### src/hdl/lpr_pkg.sv
// Shared types and constants for the LRU page replacement block.
package lpr_pkg;

	localparam int PAGE_W  = 16;
	localparam int FIDX_W  = 4;
	localparam int CFG_W   = 5;
	localparam int COUNT_W = 32;

	// Reset value of the active frame count register.
	localparam logic [CFG_W-1:0] CFG_RESET = 5'd16;

	// One page reference.
	typedef struct packed {
		logic              restart;
		logic [PAGE_W-1:0] page_number;
	} req_t;

	// Outcome of one page reference.
	typedef struct packed {
		logic               hit;
		logic [FIDX_W-1:0]  frame_index;
		logic               evicted_valid;
		logic [PAGE_W-1:0]  evicted_page;
		logic [COUNT_W-1:0] fault_count;
	} rsp_t;

endpackage

### src/hdl/lpr_frame_mem.sv
// Frame storage: page numbers and recency ranks, one shared read port and one write port each.
module lpr_frame_mem #(
	parameter int FRAMES = 16,
	parameter int IW     = 4
) (
	input  logic                      clk,
	input  logic                      rd_en,
	input  logic [IW-1:0]             rd_addr,
	output logic [lpr_pkg::PAGE_W-1:0] page_rd_s1,
	output logic [IW-1:0]             rank_rd_s1,
	input  logic                      page_we,
	input  logic [IW-1:0]             page_waddr,
	input  logic [lpr_pkg::PAGE_W-1:0] page_wdata,
	input  logic                      rank_we,
	input  logic [IW-1:0]             rank_waddr,
	input  logic [IW-1:0]             rank_wdata
);
	import lpr_pkg::*;

	logic [PAGE_W-1:0] page_mem [FRAMES];
	logic [IW-1:0]     rank_mem [FRAMES];

	// Registered read of both arrays at the same address.
	always_ff @(posedge clk) begin
		if (rd_en) begin
			page_rd_s1 <= page_mem[rd_addr];
			rank_rd_s1 <= rank_mem[rd_addr];
		end
	end

	// Page write port.
	always_ff @(posedge clk) begin
		if (page_we) begin
			page_mem[page_waddr] <= page_wdata;
		end
	end

	// Rank write port.
	always_ff @(posedge clk) begin
		if (rank_we) begin
			rank_mem[rank_waddr] <= rank_wdata;
		end
	end

endmodule

### src/hdl/lru_page_replacement.sv
// Top level of the LRU page replacement block.
//
// Usage: raise start with a reference word on req while busy is low; the word
// is taken at that clock edge and busy rises on the next cycle. The result
// word appears on rsp, marked by done, which is high for exactly one cycle;
// the receiver cannot stall it and must take it in that cycle.
// Operation: a first pass reads every active frame, up to the clamped active
// frame count, from the frame memory to find a hit, the first empty frame
// and the oldest frame; a second pass reads each rank again and writes back
// its aged value. The single read port of the frame memory sets both passes.
// A new word can be started in the cycle done is high.
// Configuration: cfg_we writes cfg_wdata into the active frame count; write
// it only while busy is low and no result is pending.
// Reset: arst_n clears all valid bits, the fault count and the control state,
// and sets the active frame count to 16. The memories are not cleared; a
// frame without its valid bit reads as empty with rank zero.
module lru_page_replacement #(
	parameter int FRAMES = 16
) (
	input  logic                     clk,
	input  logic                     arst_n,
	input  logic                     start,
	output logic                     busy,
	input  lpr_pkg::req_t            req,
	output logic                     done,
	output lpr_pkg::rsp_t            rsp,
	input  logic                     cfg_we,
	input  logic [lpr_pkg::CFG_W-1:0] cfg_wdata
);
	import lpr_pkg::*;

	localparam int IW = (FRAMES > 1) ? $clog2(FRAMES) : 1;
	localparam int CW = $clog2(FRAMES + 1) > 0 ? $clog2(FRAMES + 1) : 1;
	localparam logic [IW-1:0] RANK_MAX = IW'(FRAMES - 1);

	localparam logic [2:0] ST_IDLE   = 3'd0;
	localparam logic [2:0] ST_SCAN   = 3'd1;
	localparam logic [2:0] ST_WAIT   = 3'd2;
	localparam logic [2:0] ST_DECIDE = 3'd3;
	localparam logic [2:0] ST_UPD    = 3'd4;
	localparam logic [2:0] ST_UPDW   = 3'd5;

	logic [2:0]          state_q;
	logic [CFG_W-1:0]    cfg_q;
	logic [CW-1:0]       act_q;
	logic [CW-1:0]       act_nx;
	logic [IW-1:0]       ptr_q;
	logic                ptr_last;
	logic [PAGE_W-1:0]   page_q;
	logic [FRAMES-1:0]   valid_q;

	logic                scan_s1;
	logic                upd_s1;
	logic [IW-1:0]       idx_s1;
	logic [PAGE_W-1:0]   page_rd_s1;
	logic [IW-1:0]       rank_rd_s1;
	logic                vld_rd;
	logic [IW-1:0]       rank_eff;

	logic                found_q;
	logic [IW-1:0]       hit_idx_q;
	logic [IW-1:0]       hit_rank_q;
	logic                empty_q;
	logic [IW-1:0]       empty_idx_q;
	logic [IW-1:0]       max_rank_q;
	logic [IW-1:0]       max_idx_q;
	logic [PAGE_W-1:0]   max_page_q;

	logic [IW-1:0]       f_q;
	logic [IW-1:0]       limit_q;
	logic                fill_q;
	logic [COUNT_W-1:0]  fault_q;
	logic [COUNT_W-1:0]  fault_nx;
	rsp_t                rsp_q;
	logic                done_q;

	logic                rd_en;
	logic                page_we;
	logic [IW-1:0]       dec_f;
	logic [IW-1:0]       rank_wdata;

	assign busy = (state_q != ST_IDLE);
	assign done = done_q;
	assign rsp  = rsp_q;

	// Clamp the configured count to 1..FRAMES.
	always_comb begin
		priority if (cfg_q == '0) begin
			act_nx = CW'(1);
		end else if (32'(cfg_q) > FRAMES) begin
			act_nx = CW'(FRAMES);
		end else begin
			act_nx = CW'(cfg_q);
		end
	end

	assign ptr_last = (CW'(ptr_q) == act_q - CW'(1));
	assign rd_en    = (state_q == ST_SCAN) || (state_q == ST_UPD);
	assign page_we  = (state_q == ST_DECIDE) && !found_q;

	// Frame chosen at the decision step: hit, first empty, or oldest.
	always_comb begin
		priority if (found_q) begin
			dec_f = hit_idx_q;
		end else if (empty_q) begin
			dec_f = empty_idx_q;
		end else begin
			dec_f = max_idx_q;
		end
	end

	// Saturating fault count for a miss.
	assign fault_nx = (fault_q == '1) ? fault_q : fault_q + COUNT_W'(1);

	// Read data seen through the valid bit: an empty frame has rank zero.
	assign vld_rd   = valid_q[idx_s1];
	assign rank_eff = vld_rd ? rank_rd_s1 : '0;

	// Aged rank written back during the update pass.
	always_comb begin
		priority if (idx_s1 == f_q) begin
			rank_wdata = '0;
		end else if (!vld_rd) begin
			rank_wdata = '0;
		end else if ((fill_q || rank_rd_s1 < limit_q) && rank_rd_s1 != RANK_MAX) begin
			rank_wdata = rank_rd_s1 + IW'(1);
		end else begin
			rank_wdata = rank_rd_s1;
		end
	end

	lpr_frame_mem #(
		.FRAMES (FRAMES),
		.IW     (IW)
	) u_mem (
		.clk        (clk),
		.rd_en      (rd_en),
		.rd_addr    (ptr_q),
		.page_rd_s1 (page_rd_s1),
		.rank_rd_s1 (rank_rd_s1),
		.page_we    (page_we),
		.page_waddr (dec_f),
		.page_wdata (page_q),
		.rank_we    (upd_s1),
		.rank_waddr (idx_s1),
		.rank_wdata (rank_wdata)
	);

	// Configuration register.
	always_ff @(posedge clk or negedge arst_n) begin
		if (!arst_n) begin
			cfg_q <= CFG_RESET;
		end else if (cfg_we) begin
			cfg_q <= cfg_wdata;
		end
	end

	// Sequencer, valid bits and fault count.
	always_ff @(posedge clk or negedge arst_n) begin
		if (!arst_n) begin
			state_q <= ST_IDLE;
			ptr_q   <= '0;
			act_q   <= CW'(1);
			valid_q <= '0;
			fault_q <= '0;
			done_q  <= 1'b0;
			scan_s1 <= 1'b0;
			upd_s1  <= 1'b0;
		end else begin
			done_q  <= (state_q == ST_UPDW);
			scan_s1 <= (state_q == ST_SCAN);
			upd_s1  <= (state_q == ST_UPD);
			unique case (state_q)
				ST_IDLE: begin
					if (start) begin
						act_q   <= act_nx;
						ptr_q   <= '0;
						state_q <= ST_SCAN;
						if (req.restart) begin
							valid_q <= '0;
							fault_q <= '0;
						end
					end
				end
				ST_SCAN: begin
					if (ptr_last) begin
						ptr_q   <= '0;
						state_q <= ST_WAIT;
					end else begin
						ptr_q <= ptr_q + IW'(1);
					end
				end
				ST_WAIT: begin
					state_q <= ST_DECIDE;
				end
				ST_DECIDE: begin
					valid_q[dec_f] <= 1'b1;
					if (!found_q) begin
						fault_q <= fault_nx;
					end
					state_q <= ST_UPD;
				end
				ST_UPD: begin
					if (ptr_last) begin
						ptr_q   <= '0;
						state_q <= ST_UPDW;
					end else begin
						ptr_q <= ptr_q + IW'(1);
					end
				end
				ST_UPDW: begin
					state_q <= ST_IDLE;
				end
				default: begin
					state_q <= ST_IDLE;
				end
			endcase
		end
	end

	// Search flags gathered during the scan pass.
	always_ff @(posedge clk or negedge arst_n) begin
		if (!arst_n) begin
			found_q <= 1'b0;
			empty_q <= 1'b0;
		end else if (state_q == ST_IDLE) begin
			found_q <= 1'b0;
			empty_q <= 1'b0;
		end else if (scan_s1) begin
			if (vld_rd && page_rd_s1 == page_q && !found_q) begin
				found_q <= 1'b1;
			end
			if (!vld_rd && !empty_q) begin
				empty_q <= 1'b1;
			end
		end
	end

	// Search payload: request page, read index, hit frame, first empty frame and oldest frame.
	always_ff @(posedge clk) begin
		if (state_q == ST_IDLE && start) begin
			page_q <= req.page_number;
		end
		if (rd_en) begin
			idx_s1 <= ptr_q;
		end
		if (scan_s1) begin
			if (vld_rd && page_rd_s1 == page_q && !found_q) begin
				hit_idx_q  <= idx_s1;
				hit_rank_q <= rank_rd_s1;
			end
			if (!vld_rd && !empty_q) begin
				empty_idx_q <= idx_s1;
			end
			if (idx_s1 == '0 || rank_eff > max_rank_q) begin
				max_rank_q <= rank_eff;
				max_idx_q  <= idx_s1;
				max_page_q <= page_rd_s1;
			end
		end
	end

	// Decision: latch the chosen frame, aging limit and the result word.
	always_ff @(posedge clk) begin
		if (state_q == ST_DECIDE) begin
			f_q    <= dec_f;
			fill_q <= !found_q && empty_q;
			limit_q <= found_q ? hit_rank_q : max_rank_q;
			rsp_q.hit           <= found_q;
			rsp_q.frame_index   <= FIDX_W'(dec_f);
			rsp_q.evicted_valid <= !found_q && !empty_q;
			rsp_q.evicted_page  <= (!found_q && !empty_q) ? max_page_q : '0;
			rsp_q.fault_count   <= found_q ? fault_q : fault_nx;
		end
	end

endmodule
### config.mk
export PLATFORM = sky130hd
export DESIGN_NAME = lru_page_replacement
export DESIGN_NICKNAME = d
export VERILOG_FILES = /design/src/hdl/lpr_pkg.sv /design/src/hdl/lpr_frame_mem.sv /design/src/hdl/lru_page_replacement.sv
export SDC_FILE = /design/constraint.sdc
export NUM_CORES = 1
export LEC_CHECK = 0
export BUFFER_PORTS_ARGS = -buffer_cell sky130_fd_sc_hd__buf_2
export CORE_MARGIN = 3
export CORE_UTILIZATION = 45
export DETAILED_ROUTE_END_ITERATION = 8
export HOLD_SLACK_MARGIN = 0.05
export PLACE_DENSITY = 0.61
export SLEW_MARGIN = 10
export SYNTH_ARGS = -nofsm -noshare
export SYNTH_HDL_FRONTEND = slang
export SYNTH_SLANG_ARGS = --single-unit
### constraint.sdc
create_clock -name clk -period 13 [get_ports clk]
set_input_delay 1.95 -clock clk [delete_from_list [all_inputs] [get_ports clk]]
set_output_delay 1.95 -clock clk [all_outputs]
set_load 0.01 [all_outputs]
==> run_results.csv, run 1 <==
group,metric,value,unit
run_status,status,"complete, no violations",
placed_design,gp_congestion,0.8018,
synth,syn-instance-count,1345,
synth,synth.distinct_cells,76,
synth,synth_flop_cell,"edfxtp_1",
layout,stdcell_area,24270,um^2
placed_design,place_ws,8961,ps
timing,fin_skew,24.98,ps
timing,max_freq,245.7,MHz
synth,syn_nets,1382,
layout,diodes,0,
routing,drc,0,
routing,drt_wl_total,46.94,mm
critical_path,startpoint_type,"flop",
clock_network,post_cts_buffers,0,
synth,synth_top_area_share,63.61,%
routing,initialDrtViolationCount,1111,
critical_path,worst-path-max-fanout,17,
clock_network,cts_buffer_depth,3,
clock_network,clk_root_buffer_cell,"clkbuf_16",
synth,yosys_warnings,0,
timing,rsz0062_at_grt,"false",
die,ios,82,
timing,setup_viol,0,
clock_network,h-tree-depth,2,
synth,synth_area_per_cell,15.97,um^2
critical_path,rrSetupSlack,8930,ps
routing,wl_met1,20.81,mm
critical_path,crit_arrival,4340,ps
routing,via_count,11880,
layout,drive_above_1_share,18.48,%
layout,fin_nets,1475,
synth,synth_top_area_cell,"edfxtp_1",
synth,synth_edf_count,455,
power,totalPowerFinal,0.004839,W
routing,first_pass_iters,5,
grt,grt_max_degree,71,
power,peakVddDrop,0.1277,mV
grt,grt_usage,18.73,%
timing,max_slew.worst_pin.slew,1151,ps
worst_hold_path,min-delay-start,"u_mem.page_rd_s1[13]",
die,die_h,224.5,um
grt,grt_pass1_wl,71.89,mm
clock_network,cts_hold_buf,0,
critical_path,timing.rr.start,"idx_s1[0]",
routing,top_layer,"met4",
placed_design,place_area,22600,um^2
die,start_util,45.84,%
grt,grt.overflow.total,0,
timing,final-max-slew-violation-count,0,
die,die_w,224.5,um
clock_network,cts_tree,"done",
grt,grt_pass1_vias,11870,
timing,finalWorstSetupSlack,8930,ps
critical_path,critPathKind,"reg2reg",
timing,slew_headroom,22.95,%
synth,synthArstFlopShare,13.33,%
power,p_per_area,199.4,nW/um^2
routing,wl_per_cell,22.46,um
power,p_leak,8.469,nW
routing,wl_met3,2.558,mm
placed_design,placedCellCount,1989,
clock_network,clock_latency,600,ps
synth,yosysMostFrequentCell,"edfxtp_1",
timing,min_period,4070,ps
placed_design,portBuffers,81,
timing,tns,0,ps
routing,wl_met2,22.52,mm
synth,synth_common_cells,"edfxtp_1, mux2i_1, nand2_1, nor2_1, dfrtp_1",
synth,synth_area,21480,um^2
clock_network,cts.clk_slew.worst_paths,60,ps
synth,ys_ff_latch,525,
routing,via_per_inst,5.686,
critical_path,cp-end-kind,"flop",
placed_design,dpl.hpwl,27.82,mm
clock_network,cts_resized,0,
grt,antenna_found_initial,0,
die,core,46850,um^2
clock_network,numCtsBuffers,54,
layout,area_delta_synth_final,12.99,%
run,cap_violations,0,
worst_hold_path,hp-class,"reg2reg",
routing,antenna_left,0,
die,dieArea,50390,um^2
clock_network,cts_sinks,525,
layout,fin_cells,2090,
die,num_rows,79,
critical_path,required,13270,ps
timing,fin_crit_sh,31.31,%
timing,hold_viol,0,
synth,synthTopCellsByArea,"edfxtp_1, dfrtp_1, mux4_2",
critical_path,critPathLaunch,"idx_s1[0]",
synth,synth-seq-area-share,71.78,%
-- state kept, by name, summed over array words and instances, names as in the netlist, 16 cells and up --
name / count
max_page_q: 16
u_mem.page_mem: 256
fault_q: 32
valid_q: 16
page_q: 16
u_mem.rank_mem: 64
rsp: 54
u_mem.page_rd_s1: 16
-- per-layer routing --
metal  GRT usage, %  vias to the layer above
met4          5.229                        0
met3          3.406                       74
met1          26.48                     6023
met5              0                        -
met2          30.22                      340
li1               -                     5446
-- logic make-up after synthesis --
group,Yosys count,synth area share [%]
AOI/OAI and AO/OA,203,6.670
and+or+nand+nor,310,7.380
xor gates and xnor gates,60,2.447
muxes,137,9.099
DFF,525,71.78
adders and majority gates,11,0.6408
buffers and inverters,99,1.986
-- final cells by class --
cell class	count	area (um^2)
clock buffers	71	1456
well taps	607	759.5
multi-input cells	721	5678
flip-flops and latches	525	15420
fillers	3874	22580
repair buffers	113	648.1
clock inverters	30	217.7
inverters	23	87.58
-- path summary, 6_finish.rpt --
kind                       cells after the start        endpoint
hold reg to reg                                0  max_page_q[13]
setup / recovery                              10  max_page_q[10]
setup reg to reg                              10  max_page_q[10]
min in group asynchronous                      1     fault_q[21]
hold / removal                                 0  max_page_q[13]
max in group asynchronous                      1        ptr_q[0]
-- metrics by stage --
step           hold WS (ps)  utilization (%)
3_5_place_dp          460.7            48.23
3_3_place_gp          458.5            48.23
6_report              476.3            51.80
4_1_cts               477.0            51.80
2_1_floorplan         423.1                -
5_1_grt               491.7            51.80
-- cell usage in the layout (no fill, tap or decap), types with 21 or more instances in the layout --
cell type  instances
edfxtp_1         455
nand3_1           23
nand2_1           82
clkbuf_16         55
and2_1            21
nor2_1            66
buf_2             80
dfrtp_1           66
xnor2_1           24
a31oi_1           21
xor2_1            36
a21oi_1           22
mux4_2            42
buf_4             33
inv_1             21
mux2i_1           85
o21ai_0           38
a221oi_1          40
-- where the power goes --
part | switching, W | internal (W) | total (W)
sequential | 0.000209 | 0.00215 | 0.00236
clock | 0.000633 | 0.000831 | 0.00146
combinational | 0.000613 | 0.000404 | 0.00102
total | 0.00146 | 0.00338 | 0.00484
-- critical path: stages, from the launching register on --
cell	delay, ps
edfxtp_1	710
mux4_1	640
mux4_2	590
and2_2	250
ha_1	300
nor2b_1	150
o21a_1	120
o21a_1	100
o21ai_0	80
a21boi_2	410
buf_4	360
No activity file was read; power rests on OpenSTA's default activity.
==> run 2: changes to the inputs <==
clock period = 4.07 ns   (was 13 ns; I/O delays follow)
==> run_results.csv, run 2 (synthesized netlist as in run 1, its figures left out) <==
group,metric,value,unit
run_status,status,"complete, no violations",
worst_hold_path,hp-class,"in2async",
clock_network,cts_sinks,525,
timing,slew_headroom,23.11,%
routing,first_pass_iters,5,
layout,largest_reg_flops,256,
grt,grt_max_degree,71,
critical_path,critPathKind,"reg2reg",
routing,initialDrtViolationCount,1338,
layout,stdcell_area,24450,um^2
die,start_util,45.84,%
die,die_h,224.5,um
placed_design,dpl.hpwl,28.03,mm
grt,grt_usage,18.79,%
layout,drive_above_1_share,18.69,%
placed_design,gp_congestion,0.8077,
run,cap_violations,0,
critical_path,crit_arrival,3950,ps
timing,final-max-slew-violation-count,0,
layout,regMostFlops,"u_mem.page_mem",
critical_path,cp-end-kind,"flop",
routing,antenna_left,0,
power,peakVddDrop,0.3338,mV
layout,fin_nets,1486,
die,core,46850,um^2
layout,diodes,0,
clock_network,cts_resized,0,
clock_network,cts.clk_slew.worst_paths,60,ps
power,p_leak,8.568,nW
critical_path,worst-path-max-fanout,17,
grt,grt_pass1_wl,71.84,mm
critical_path,required,4370,ps
timing,max_slew.worst_pin.slew,1149,ps
timing,min_period,3655,ps
timing,rsz0062_at_grt,"false",
routing,wl_per_cell,22.53,um
power,totalPowerFinal,0.01574,W
clock_network,cts_hold_buf,0,
clock_network,clk_root_buffer_cell,"clkbuf_16",
grt,grt.overflow.total,0,
die,die_w,224.5,um
clock_network,numCtsBuffers,54,
grt,grt_pass1_vias,11620,
clock_network,cts_buffer_depth,3,
placed_design,place_area,22700,um^2
die,ios,82,
timing,fin_crit_sh,89.81,%
clock_network,clock_latency,610,ps
routing,drt_wl_total,47.32,mm
critical_path,r2r_cells,10,
clock_network,h-tree-depth,2,
routing,via_per_inst,5.652,
layout,final_common_cell,"edfxtp_1",
timing,tns,0,ps
timing,fin_skew,26.17,ps
layout,layout_common_cells,"edfxtp_1, mux2i_1, nand2_1, buf_2, nor2_1",
timing,setup_viol,0,
die,dieArea,50390,um^2
routing,via_count,11870,
die,num_rows,79,
clock_network,cts_tree,"done",
layout,area_delta_synth_final,13.81,%
timing,hold_viol,0,
clock_network,post_cts_buffers,0,
routing,drc,0,
grt,antenna_found_initial,0,
layout,fillers,3806,
timing,max_freq,273.6,MHz
placed_design,portBuffers,81,
critical_path,startpoint_type,"flop",
power,p_per_area,643.8,nW/um^2
==> run 2: layout make-up <==
type	count	area (um^2)	share of cell area [%]
clock buffer	68	1435	5.871
clock inverter	32	310.3	1.269
inverter	23	87.58	0.3583
multi-input combinational	721	5663	23.17
sequential	525	15420	63.09
tap	607	759.5	3.107
timing repair buffer	124	768.2	3.143
==> run 2: final timing paths <==
| kind | start | end | slack [ps] |
|---|---|---|---|
| worst max-delay path | idx_s1[0] | max_page_q[3] | 410 |
| worst min-delay path | arst_n | fault_q[18] | 130 |
| worst max register to register | idx_s1[0] | max_page_q[3] | 410 |
| worst min register to register | u_mem.page_rd_s1[11] | max_page_q[11] | 470 |
| max in group asynchronous | arst_n | ptr_q[0] | 3200 |
| min in group clk | req[15] | page_q[15] | 190 |
==> run 2: stage by stage <==
step           setup slack [ps]  std cells  hold WS (ps)  util (%)
2_1_floorplan             8.777       1345         314.9         -
4_1_cts                   419.6       2100         156.1     52.18
3_5_place_dp              429.8       2000         456.3     48.45
5_1_grt                   259.8       2100         165.9     52.18
6_report                  414.7       2100         127.6     52.18
3_3_place_gp              478.9       2000         453.3     48.45
==> run 2: critical path, stage by stage (launching register included) <==
cell and delay (ps):
edfxtp_1 500, mux4_1 610, mux4_2 550, and2_2 240, ha_1 290, nor2b_1 130
o21a_1 120, o21a_1 100, o21ai_0 90, a21boi_2 480, buf_12 240
==> run 2: per-layer routing <==
| metal | part of all wire [%] | GRT usage, % | vias to the layer above |
|---|---|---|---|
| met5 | 0 | 0 | - |
| met4 | 2.0 | 5.208 | 0 |
| met3 | 6.1 | 3.315 | 61 |
| met2 | 48 | 29.75 | 360 |
| met1 | 44 | 27.15 | 5969 |
| li1 | - | - | 5479 |
==> run 2: power by group <==
group / switching, W / internal [W] / leakage (nW) / total, W
clock network: 0.00202 / 0.00287 / 0.854 / 0.00489
registers: 0.000616 / 0.00686 / 5.07 / 0.00748
logic: 0.00202 / 0.00135 / 2.64 / 0.00337
total: 0.00466 / 0.0111 / 8.57 / 0.0157
==> run 3: changes to the inputs <==
SYNTH_HIERARCHICAL = 1   (was unset)
==> run_results.csv, run 3 <==
group,metric,value,unit
layout,postLayoutCoreUtil,52.34,%
routing,drt_wl_total,43.33,mm
timing,rsz0062_at_grt,"false",
clock_network,clk_root_buffer_cell,"clkbuf_16",
routing,drc,0,
placed_design,place_area,22670,um^2
timing,finalWorstSetupSlack,495.2,ps
clock_network,post_cts_buffers,0,
grt,grt_max_degree,93,
timing,tns,0,ps
synth,synth_top_area_share,63.96,%
die,num_rows,79,
routing,first_pass_iters,5,
timing,slew_headroom,22.52,%
power,p_per_area,684.1,nW/um^2
timing,fin_skew,26.82,ps
clock_network,cts_resized,0,
synth,synthArstFlopShare,13.33,%
critical_path,critPathKind,"reg2reg",
clock_network,cts_buffer_depth,3,
placed_design,portBuffers,81,
routing,antenna_left,0,
synth,synth_area,21360,um^2
clock_network,clock_latency,600,ps
timing,setup_viol,0,
critical_path,required,4370,ps
run,cap_violations,0,
layout,regMostFlops,"u_mem/page_mem",
critical_path,slowest_stage,"edfxtp_1",
synth,synth-seq-area-share,72.18,%
critical_path,worstPathCellList,"mux4_2, mux2i_1, mux2i_1, and2_1, ha_1, nor2b_1, o21a_1, o21a_1, o21ai_0, a21boi_2, buf_12",
critical_path,path_depth,11,
grt,grt.overflow.total,0,
critical_path,startpoint_type,"flop",
die,core,46750,um^2
critical_path,worst-path-max-fanout,20,
layout,final_common_cell,"edfxtp_1",
timing,min_period,3575,ps
routing,via_count,11500,
grt,grt_pass1_vias,11690,
grt,grt_usage,17.59,%
clock_network,cts_tree,"done",
synth,synth_top_area_cell,"edfxtp_1",
clock_network,cts_sinks,525,
layout,fin_nets,1431,
power,totalPowerFinal,0.01674,W
die,ios,82,
clock_network,cts.clk_slew.worst_paths,60,ps
timing,hold_viol,0,
die,die_h,223.9,um
synth,synth_edf_count,455,
timing,max_freq,279.7,MHz
clock_network,cts_hold_buf,0,
synth,syn-instance-count,1269,
critical_path,crit_arrival,3880,ps
die,start_util,45.69,%
critical_path,worst-path-buf-inv,1,
layout,largest_reg_flops,256,
synth,synth.distinct_cells,72,
layout,drive_above_1_share,21.28,%
placed_design,dpl.hpwl,26.74,mm
timing,fin_crit_sh,87.83,%
routing,wl_per_cell,21.18,um
critical_path,slowest_delay,760,ps
synth,yosys_warnings,6,
layout,area_delta_synth_final,14.57,%
synth,synth_common_cells,"edfxtp_1, nand2_1, nor2_1, dfrtp_1, mux4_2",
power,p_sw,0.005029,W
layout,layout_common_cells,"edfxtp_1, nand2_1, buf_2, nor2_1, mux4_2",
timing,final-max-slew-violation-count,0,
timing,max_slew.worst_pin.slew,1159,ps
critical_path,r2r_cells,11,
clock_network,numCtsBuffers,54,
power,p_int,0.01171,W
power,pwr-share-comb,23.2,%
placed_design,place_ws,434.7,ps
synth,syn_nets,1306,
synth,synth_flop_cell,"edfxtp_1",
layout,stdcell_area,24470,um^2
grt,grt_pass1_wl,68.21,mm
clock_network,h-tree-depth,2,
power,seqPwrFrac,46.9,%
synth,ys_ff_latch,525,
synth,synthTopCellsByArea,"edfxtp_1, dfrtp_1, mux4_2",
run_status,status,"complete, no violations",
worst_hold_path,hp-class,"in2async",
synth,yosysMostFrequentCell,"edfxtp_1",
die,dieArea,50120,um^2
grt,antenna_found_initial,0,
routing,via_per_inst,5.619,
power,switching_share,30.04,%
power,pwr-share-clk,29.9,%
die,die_w,223.9,um
critical_path,cpLargestDelayFamily,"multiplexers",
critical_path,cp-end-kind,"flop",
power,p_leak,8.485,nW
synth,synth_area_per_cell,16.83,um^2
placed_design,gp_congestion,0.7898,
routing,initialDrtViolationCount,901,
power,peakVddDrop,0.3566,mV
[run 3: changes by cell type in the layout (fill, tap and decap cells not counted), sizes merged, moves of 10 or more]
cell / before / now
a21oi: 22 / 32
a221oi: 40 / 0
a22oi: 20 / 41
a31oi: 22 / 9
mux2i: 85 / 7
mux4: 45 / 84
o21ai: 42 / 27
xor2: 36 / 26
[run 3: path summary, 6_finish.rpt]
check                           slack, ps              to                 from
worst min-delay path                  150     fault_q[14]               arst_n
worst max-delay path                  500  max_page_q[11]            idx_s1[0]
worst max register to register        500  max_page_q[11]            idx_s1[0]
worst min register to register        470   max_page_q[8]  u_mem/page_rd_s1[8]
max in group asynchronous            3180        ptr_q[1]               arst_n
min in group clk                      180       page_q[3]               req[3]
[run 3: cells by family (layout without fill, tap and decap cells)]
group                      after synthesis  in the layout  share of synthesized area, %
muxes                                   98             98                         9.835
adders and majority gates               11             11                        0.6443
xor gates and xnor gates                57             57                         2.337
AOI/OAI and AO/OA                      169            169                         5.448
and+or+nand+nor                        319            319                         7.586
other                                    0              1                             0
buffers and inverters                   90            259                         1.974
DFF                                    525            525                         72.18
[run 3: stage by stage]
stage | std cells | hold WS [ps]
floorplan | 1269 | 314.9
CTS | 2045 | 147.2
global placement | 1945 | 464.8
finish | 2046 | 148.9
global route | 2045 | 160.5
detailed placement | 1945 | 460.2
[run 3: power by group through the flow]
stage / Clock (W) / Sequential [W] / Combinational, W
after global placement: 0 / 0.00794 / 0.00387
after floorplan: 0 / 0.00760 / 0.00288
final: 0.00501 / 0.00785 / 0.00389
after CTS: 0.00513 / 0.00786 / 0.00396
after global routing: 0.00533 / 0.00797 / 0.00429
after detailed placement: 0 / 0.00797 / 0.00395
[run 3: layer usage]
layer	part of all wire (%)	vias up	GRT usage [%]
met1	45	5879	25.28
met5	0	-	0
met3	5.2	61	3.381
met4	2.1	0	4.787
li1	-	5268	-
met2	47	288	27.91
[run 3: final cells by class]
class                   count  area (um^2)
clock buffers              61         1399
flip-flops and latches    525        15420
multi-input cells         654         5548
fillers                  3788        22280
clock inverters            39        399.1
diodes                      1        2.502
well taps                 607        759.5
repair buffers            131        833.3
inverters                  28        106.4
